--- src/hdl/b2da_pkg.sv ---
// ----------------------------------------------------------------------------
// Binary to decimal ASCII converter package
// Types and constants shared by the converter and its checker.
// ----------------------------------------------------------------------------
`default_nettype none

package b2da_pkg;

    // Width of the input word port; only the low VALUE_WIDTH bits are used.
    localparam int VALUE_PORT_W = 64;

    // Default converted width.
    localparam int VALUE_WIDTH_DEFAULT = 64;

    // Width of one BCD digit and of one output character code.
    localparam int BCD_DIGIT_W = 4;
    localparam int CHAR_W      = 6;

    // ASCII codes of the lowest and highest decimal digit, cut to CHAR_W bits.
    localparam logic [CHAR_W-1:0] ASCII_ZERO = 6'd48;
    localparam logic [CHAR_W-1:0] ASCII_NINE = 6'd57;

    // Double-dabble correction threshold and offset.
    localparam logic [BCD_DIGIT_W-1:0] DABBLE_LIMIT = 4'd5;
    localparam logic [BCD_DIGIT_W-1:0] DABBLE_ADD   = 4'd3;

    // Sequencer states.
    typedef enum logic [3:0] {
        ST_IDLE    = 4'b0001,
        ST_CONVERT = 4'b0010,
        ST_SKIP    = 4'b0100,
        ST_EMIT    = 4'b1000
    } b2da_state_t;

endpackage

`default_nettype wire

--- src/hdl/binary_to_decimal_ascii.sv ---
// ----------------------------------------------------------------------------
// Binary to decimal ASCII converter
// Converts one unsigned binary word into its decimal digits as ASCII codes,
// most significant digit first, with leading zeros suppressed.
// ----------------------------------------------------------------------------
// Each accepted word is turned into a run of 1 to NUM_DIGITS output words
// (20 for the default 64-bit width). A zero input gives the single character
// '0'. The last word of every run carries last_digit high. Only the low
// VALUE_WIDTH bits of value are converted; higher bits are ignored. The block
// handles one input word at a time and holds src_stall high until the last
// digit of the current run has been taken. Each word goes through one
// shift-add-3 step per input bit in the shared BCD adjust unit; then the
// suppressed leading zeros are dropped one at a time, and then one digit is
// emitted per accepted output word.
`default_nettype none

module binary_to_decimal_ascii
    import b2da_pkg::*;
#(
    parameter int VALUE_WIDTH = VALUE_WIDTH_DEFAULT
) (
    input  wire logic                    clk,
    input  wire logic                    rst_n,
    // Input channel.
    input  wire logic                    src_valid,
    output logic                         src_stall,
    input  wire logic [VALUE_PORT_W-1:0] value,
    // Output channel.
    output logic                         dst_valid,
    input  wire logic                    dst_stall,
    output logic [CHAR_W-1:0]            digit_char,
    output logic                         last_digit
);

    // Decimal digits needed for the largest VALUE_WIDTH-bit number:
    // floor(W * log10(2)) + 1, with log10(2) approximated by 1233 / 4096.
    localparam int NUM_DIGITS = (VALUE_WIDTH * 1233) / 4096 + 1;
    localparam int BCD_W      = NUM_DIGITS * BCD_DIGIT_W;
    localparam int CNT_W      = $clog2(VALUE_WIDTH + 1);

    b2da_state_t              state_reg, state_next;
    logic [VALUE_WIDTH-1:0]   bin_reg, bin_next;
    logic [BCD_W-1:0]         bcd_reg, bcd_next;
    logic [CNT_W-1:0]         cnt_reg, cnt_next;

    logic [BCD_W-1:0]         bcd_adj;
    logic [BCD_DIGIT_W-1:0]   top_digit;
    logic                     cnt_one;
    logic                     src_take;
    logic                     dst_take;

    // The shared adjust unit: every BCD digit of five or more gets three
    // added, so the following left shift carries correctly into the next
    // decimal place.
    always_comb
    begin
        logic [BCD_DIGIT_W-1:0] nib;
        nib     = '0;
        bcd_adj = bcd_reg;
        for (int i = 0; i < NUM_DIGITS; i++)
        begin
            nib = bcd_reg[i*BCD_DIGIT_W +: BCD_DIGIT_W];
            if (nib >= DABBLE_LIMIT)
            begin
                bcd_adj[i*BCD_DIGIT_W +: BCD_DIGIT_W] = nib + DABBLE_ADD;
            end
        end
    end

    assign top_digit = bcd_reg[BCD_W-1 -: BCD_DIGIT_W];
    assign cnt_one   = (cnt_reg == CNT_W'(1));
    assign src_take  = src_valid && !src_stall;
    assign dst_take  = dst_valid && !dst_stall;

    // Sequencer. CONVERT runs one shift-add-3 step per input bit, SKIP
    // drops leading zero digits while more than one digit remains, and EMIT
    // hands out one digit per accepted output word.
    always_comb
    begin
        state_next = state_reg;
        bin_next   = bin_reg;
        bcd_next   = bcd_reg;
        cnt_next   = cnt_reg;
        case (state_reg)
            ST_IDLE:
            begin
                if (src_take)
                begin
                    bin_next   = value[VALUE_WIDTH-1:0];
                    bcd_next   = '0;
                    cnt_next   = CNT_W'(VALUE_WIDTH);
                    state_next = ST_CONVERT;
                end
            end
            ST_CONVERT:
            begin
                bcd_next = {bcd_adj[BCD_W-2:0], bin_reg[VALUE_WIDTH-1]};
                bin_next = {bin_reg[VALUE_WIDTH-2:0], 1'b0};
                if (cnt_one)
                begin
                    cnt_next   = CNT_W'(NUM_DIGITS);
                    state_next = ST_SKIP;
                end
                else
                begin
                    cnt_next = cnt_reg - CNT_W'(1);
                end
            end
            ST_SKIP:
            begin
                if ((top_digit == '0) && !cnt_one)
                begin
                    bcd_next = {bcd_reg[BCD_W-BCD_DIGIT_W-1:0], {BCD_DIGIT_W{1'b0}}};
                    cnt_next = cnt_reg - CNT_W'(1);
                end
                else
                begin
                    state_next = ST_EMIT;
                end
            end
            ST_EMIT:
            begin
                if (dst_take)
                begin
                    if (cnt_one)
                    begin
                        state_next = ST_IDLE;
                    end
                    else
                    begin
                        bcd_next = {bcd_reg[BCD_W-BCD_DIGIT_W-1:0], {BCD_DIGIT_W{1'b0}}};
                        cnt_next = cnt_reg - CNT_W'(1);
                    end
                end
            end
            default:
            begin
                state_next = ST_IDLE;
            end
        endcase
    end

    always_ff @(posedge clk or negedge rst_n)
    begin
        if (!rst_n)
        begin
            state_reg <= ST_IDLE;
            cnt_reg   <= '0;
        end
        else
        begin
            state_reg <= state_next;
            cnt_reg   <= cnt_next;
        end
    end

    // Working registers carry payload only and need no reset.
    always_ff @(posedge clk)
    begin
        bin_reg <= bin_next;
        bcd_reg <= bcd_next;
    end

    // The input is held off in every state but IDLE; the output word comes
    // straight from registers, so it stays put while the receiver stalls.
    assign src_stall  = (state_reg != ST_IDLE);
    assign dst_valid  = (state_reg == ST_EMIT);
    assign digit_char = ASCII_ZERO + CHAR_W'(top_digit);
    assign last_digit = cnt_one;

endmodule

`default_nettype wire

--- config.mk ---
export PLATFORM = sky130hd
export DESIGN_NAME = binary_to_decimal_ascii
export DESIGN_NICKNAME = d
export VERILOG_FILES = /design/src/hdl/b2da_pkg.sv /design/src/hdl/binary_to_decimal_ascii.sv
export SDC_FILE = /design/constraint.sdc
export NUM_CORES = 1
export LEC_CHECK = 0
export ABC_AREA = 1
export BUFFER_PORTS_ARGS = -buffer_cell sky130_fd_sc_hd__buf_2
export CAP_MARGIN = 20
export CORE_MARGIN = 3
export CORE_UTILIZATION = 40
export DETAILED_ROUTE_END_ITERATION = 8
export PLACE_DENSITY = 0.64
export SYNTH_ARGS = -nofsm -noshare
export SYNTH_HDL_FRONTEND = slang
export SYNTH_SLANG_ARGS = --single-unit
--- constraint.sdc ---
create_clock -name clk -period 19.1 [get_ports clk]
set_clock_uncertainty 0.15 [all_clocks]
set_input_delay 0 -clock clk [delete_from_list [all_inputs] [get_ports clk]]
set_output_delay 0 -clock clk [all_outputs]
set_load 0.02 [all_outputs]
# After elaboration in Yosys (flattened, before gate mapping)

Index checks and enable logic that the tools add are counted.

Output and inout bits: 9
Word-level logic and storage cells: 110
Input port bits: 68
Register bits after elaboration: 155

Equal/unequal tests: 13
Reductions and logical operators: 12
Add/subtract/negate cells: 22
Magnitude comparators: 20
Multiplexer cells: 39

Operators by type and width:

| operator            | number |
|---|---|
| $mux 80             | 4 |
| $pmux 80 s4         | 1 |
| $pmux 64 s2         | 1 |
| $mux 4              | 24 |
| $ge 4x3->1 const B  | 20 |
| $add 4x2->4 const B | 19 |
| $mux 64             | 1 |
| $mux 7              | 5 |
| $pmux 7 s4          | 1 |
| $pmux 4 s4          | 1 |
| $ne 2x2->1 const B  | 5 |
| $reduce_and 5->1    | 2 |
| $eq 7x1->1 const B  | 1 |
| $sub 7x1->7 const B | 1 |
| $add 5x5->6 const A | 1 |
| $eq 4x1->1 const B  | 1 |
| $eq 4x2->1 const B  | 1 |
| $eq 4x3->1 const B  | 1 |
| $eq 4x4->1 const B  | 1 |
| $logic_not 4->1     | 1 |
| $ne 2x1->1 const B  | 2 |
| $ne 4x1->1 const B  | 1 |
| $reduce_bool 4->1   | 1 |
| $add 3x2->3 const B | 1 |
| 5 further kinds     | 9 |

# Longest topological paths before layout

Depth in word-level cells: 5
Gate-level depth with buffers: 11
Depth with buffers taken out: 11

# Worst setup path before layout

OpenSTA, ideal clock, no wires.

Path kind: reg-to-reg
Start: register state_reg[0]
End: register bin_reg[0] (enable)
Setup slack: 12906 ps
Path buffers: 0
Arrival time: 5470 ps
Stages on the path, launching flop included: 5
Setup time: 575 ps
Path through: dfstp_2 inv_1 nor2_1 nand2_1 o21ai_0

Word-level cells in the longest chain between the ends: 5
Elaborated cells between the ends (all ways): 8
Those cells by class: 4 x eq/ne; 4 x reduce/logical

RTL lines:

| item                              | RTL line                       | source |
|---|---|---|
| from (decl)                       | binary_to_decimal_ascii.sv:41  | `b2da_state_t state_reg, state_next;` |
| from (signal assigned)            | binary_to_decimal_ascii.sv:152 | `state_reg <= state_next;` |
| $ne 4x1->1                        | binary_to_decimal_ascii.sv:166 | `assign src_stall = (state_reg != ST_IDLE);` |
| named net src_stall               | binary_to_decimal_ascii.sv:26  | `output logic src_stall,` |
| $logic_not 1->1                   | binary_to_decimal_ascii.sv:72  | `assign src_take = src_valid && !src_stall;` |
| $logic_and 1x1->1                 | binary_to_decimal_ascii.sv:72  |  |
| $ne 2x2->1 (no source line)       | n/a                            |  |
| $reduce_and 2->1 (no source line) | n/a                            |  |
| to (signal assigned)              | binary_to_decimal_ascii.sv:160 | `bin_reg <= bin_next;` |
| to (decl)                         | binary_to_decimal_ascii.sv:42  | `logic [VALUE_WIDTH-1:0] bin_reg, bin_next;` |

The timed path passes the listed nets, and every way through them passes these cells.
A chain may end at the register's enable or synchronous reset.

# Final worst setup path

Start: register state_reg[3]
End: register bcd_reg[46] (enable)

Word-level cells in the longest chain between the ends: 5
Elaborated cells between the ends (all ways): 14
Those cells by class: 9 x eq/ne; 5 x reduce/logical

RTL lines:

| item                                  | RTL line                       | source |
|---|---|---|
| $ne 4x1->1                            | binary_to_decimal_ascii.sv:166 |  |
| $logic_not 1->1                       | binary_to_decimal_ascii.sv:72  |  |
| $logic_and 1x1->1                     | binary_to_decimal_ascii.sv:72  |  |
| $ne 2x2->1 (no source line)           | n/a                            |  |
| $reduce_and 5->1 (no source line) (*) | n/a                            |  |
| to (signal assigned)                  | binary_to_decimal_ascii.sv:161 | `bcd_reg <= bcd_next;` |
| to (decl)                             | binary_to_decimal_ascii.sv:43  | `logic [BCD_W-1:0] bcd_reg, bcd_next;` |

Every way passes the cells marked *; elsewhere a longest branch is shown, timed or not.

==> out/metrics.csv <==
metric,value,unit
status,finished clean,
endpoints failing setup,0,
placed cell area,9260,um2
Final HPWL DP,10400,um
"delay-heaviest family, CP",simple AND/OR/NAND/NOR gates,
Worst slew margin,41.4,%
r2r setup slk,16.20,ns
DR pass1 iterations,5,
CP max FO,63,
synthesized instance count,938,
area share of the largest cell type after synthesis,49.6,%
dpl ws,15.95,ns
final hold violations,0,
Max Transition Viols Final,0,
CTS tree,built,
yosys warns,0,
Power Dens Cells,159,nW/um2
clock sink count,155,
crit path kind,reg2reg,
"Clk Latency, worst-skew pair",0.42,ns
Die ar.,23600,um2
H-tree depth,4,
Reg area,4600,um2
max-cap violation count,0,
fin crit period,2.90,ns
CP arrival,2.84,ns
max reg flops,80,
via count,6666,
Post-Route WL,18200,um
Mean Syn Cell Area,9.29,um2
Slew @ Worst Pin,0.880,ns
setup bufs post-CTS,0,
largest net degree at the start of global routing,110,
Boundary Pins,77,
type of the tightest min-delay check,in2reg,
Filler Cell Count,1895,
fin crit share,15.2,%
sequential area share after synthesis,52.8,%
Async SR Flop Fraction,7.10,%
"EDFF count, synth",144,
"Req. time, crit path",19.04,ns
Global Route Usage Sum,15.7,%
fin worst setup slack,16.20,ns
"slowest stage cell, crit path",nor2_4,
ANT nets after route,0,
# hold bufs at CTS,70,
initial DRC count,421,
layout cells sized above 1,15.7,%
initial core utilization,41.0,%
CTS Buffer Depth,2,
Core ar.,21200,um2
Seq cells post-synth,155,
initial antenna violation count,0,
FP Rows,53,
commonest cells in the netlist,"274 x nand2_1, 144 x edfxtp_1, 141 x o21ai_0",
Slowest Stage Delay on Critical Path,0.64,ns
Vert. Die Dim,154,um
Placer Congestion,0.830,
global-route wire length before repair,31000,um
Final #Nets,1183,
Die X,154,um
worst path buffer plus inverter count,3,
routed wire length per instance,13.4,um
drc violations,0,
Worst setup EP type,register,
"Design Area, Final",10600,um2
CP cell instances,inv_1 -> nand2_1 -> nor2_4 -> nor2_1 -> nand2_1 -> nand3_2 -> nor2_4 -> buf_4 -> buf_16,
number of port buffers,74,
CTS buffer count,17,
Worst IR Drop VDD,0.0000813,V
number of global-route vias before repair,6519,
Yosys cell types,33,
GRT overflow,0,
top-count cell post-synth,nand2_1,
area delta synth->final,22.0,%
Final TNS setup,0,ns
mapped cell area,8710,um2
Synth Flop Type,edfxtp_1,
"area leader, netlist",edfxtp_1,
RSZ-0062 raised after global routing,false,
Vias/cell,4.90,
Total Power,1.69,mW
Resized cells post-CTS,0,
LEAKAGE,4.57,nW
clock-pin slew on the worst setup and hold paths,0.07,ns
Multi-input gate area,3540,um2
synth top area cells,"edfxtp_1 50%, nand2_1 12%, o21ai_0 8.1%",
fmax,344,MHz
antenna cells,0,
clk root buf,clkbuf_16,
startpoint types,register,
-- per-stage QoR --
stage,util (%),instances,hold slack (ns)
after global placement,43.6,1256,-0.254
after floorplan,-,939,-0.446
after detailed placement,43.6,1256,-0.257
after global routing,50.1,1360,0.235
final,50.1,1360,0.221
after CTS,49.8,1358,0.198
-- layout make-up --
type	instances	area share, %
Clock buffer	17	4.00
Clock inverter	15	1.79
Inverter	99	3.52
Multi-Input combinational cell	649	33.3
Sequential cell	155	43.3
Tap cell	275	3.24
Timing Repair Buffer	150	10.9
-- report_power, final --
| part | switching (mW) | internal [mW] | total [mW] |
|---|---|---|---|
| logic | 0.431 | 0.213 | 0.643 |
| clock network | 0.146 | 0.208 | 0.355 |
| registers | 0.0966 | 0.597 | 0.694 |
| total | 0.674 | 1.02 | 1.69 |
-- kinds of logic after synthesis --
family	Yosys count	share of synthesized area [%]
other	1	0.0430
AOI/OAI and AO/OA	230	15.0
DFF	155	52.8
and+or+nand+nor	354	17.1
adders and majority gates	43	6.18
xor gates and xnor gates	20	2.01
buffers and inverters	135	6.85
-- cell usage in the layout, fill, tap and decap left out, types with 4 or more instances in the layout --
| master | count |
|---|---|
| buf_4 | 4 |
| xor2_1 | 17 |
| o22ai_2 | 18 |
| a21oi_1 | 64 |
| nand2_1 | 274 |
| or2_2 | 17 |
| inv_1 | 96 |
| dlygate4sd3_1 | 70 |
| dfrtp_1 | 10 |
| clkinv_4 | 5 |
| nor2_2 | 5 |
| nand3_1 | 22 |
| buf_2 | 74 |
| ha_1 | 43 |
| edfxtp_1 | 144 |
| nor2_1 | 20 |
| clkbuf_16 | 17 |
| o21ai_0 | 140 |
-- worst reg2reg max path: cells and delay by family, from the launching register on --
kind | cells | cell delay, ns
buf+inv | 3 | 0.78
simple gates | 6 | 1.16
flops | 1 | 0.41
-- final timing paths --
path / cells after the start / start / end
min in group asynchronous: 3 / rst_n / state_reg[0]$_DFFE_PN1P_
max in group asynchronous: 4 / rst_n / cnt_reg[5]$_DFFE_PN0P_
max: 9 / state_reg[3]$_DFFE_PN0P_ / bcd_reg[46]$_DFFE_PP_
min reg2reg: 2 / cnt_reg[1]$_DFFE_PN0P_ / cnt_reg[1]$_DFFE_PN0P_
min: 4 / value[28] / bin_reg[28]$_DFFE_PP_
max reg2reg: 9 / state_reg[3]$_DFFE_PN0P_ / bcd_reg[46]$_DFFE_PP_
-- metal layers --
layer	global-route usage [%]	part of all wire, %	up-vias
met1	22.4	49	3053
li1	-	-	3428
met5	0	0	-
met4	3.62	0.75	0
met2	24.3	45	167
met3	3.83	5.1	18
(Power assumes the default switching activity.)
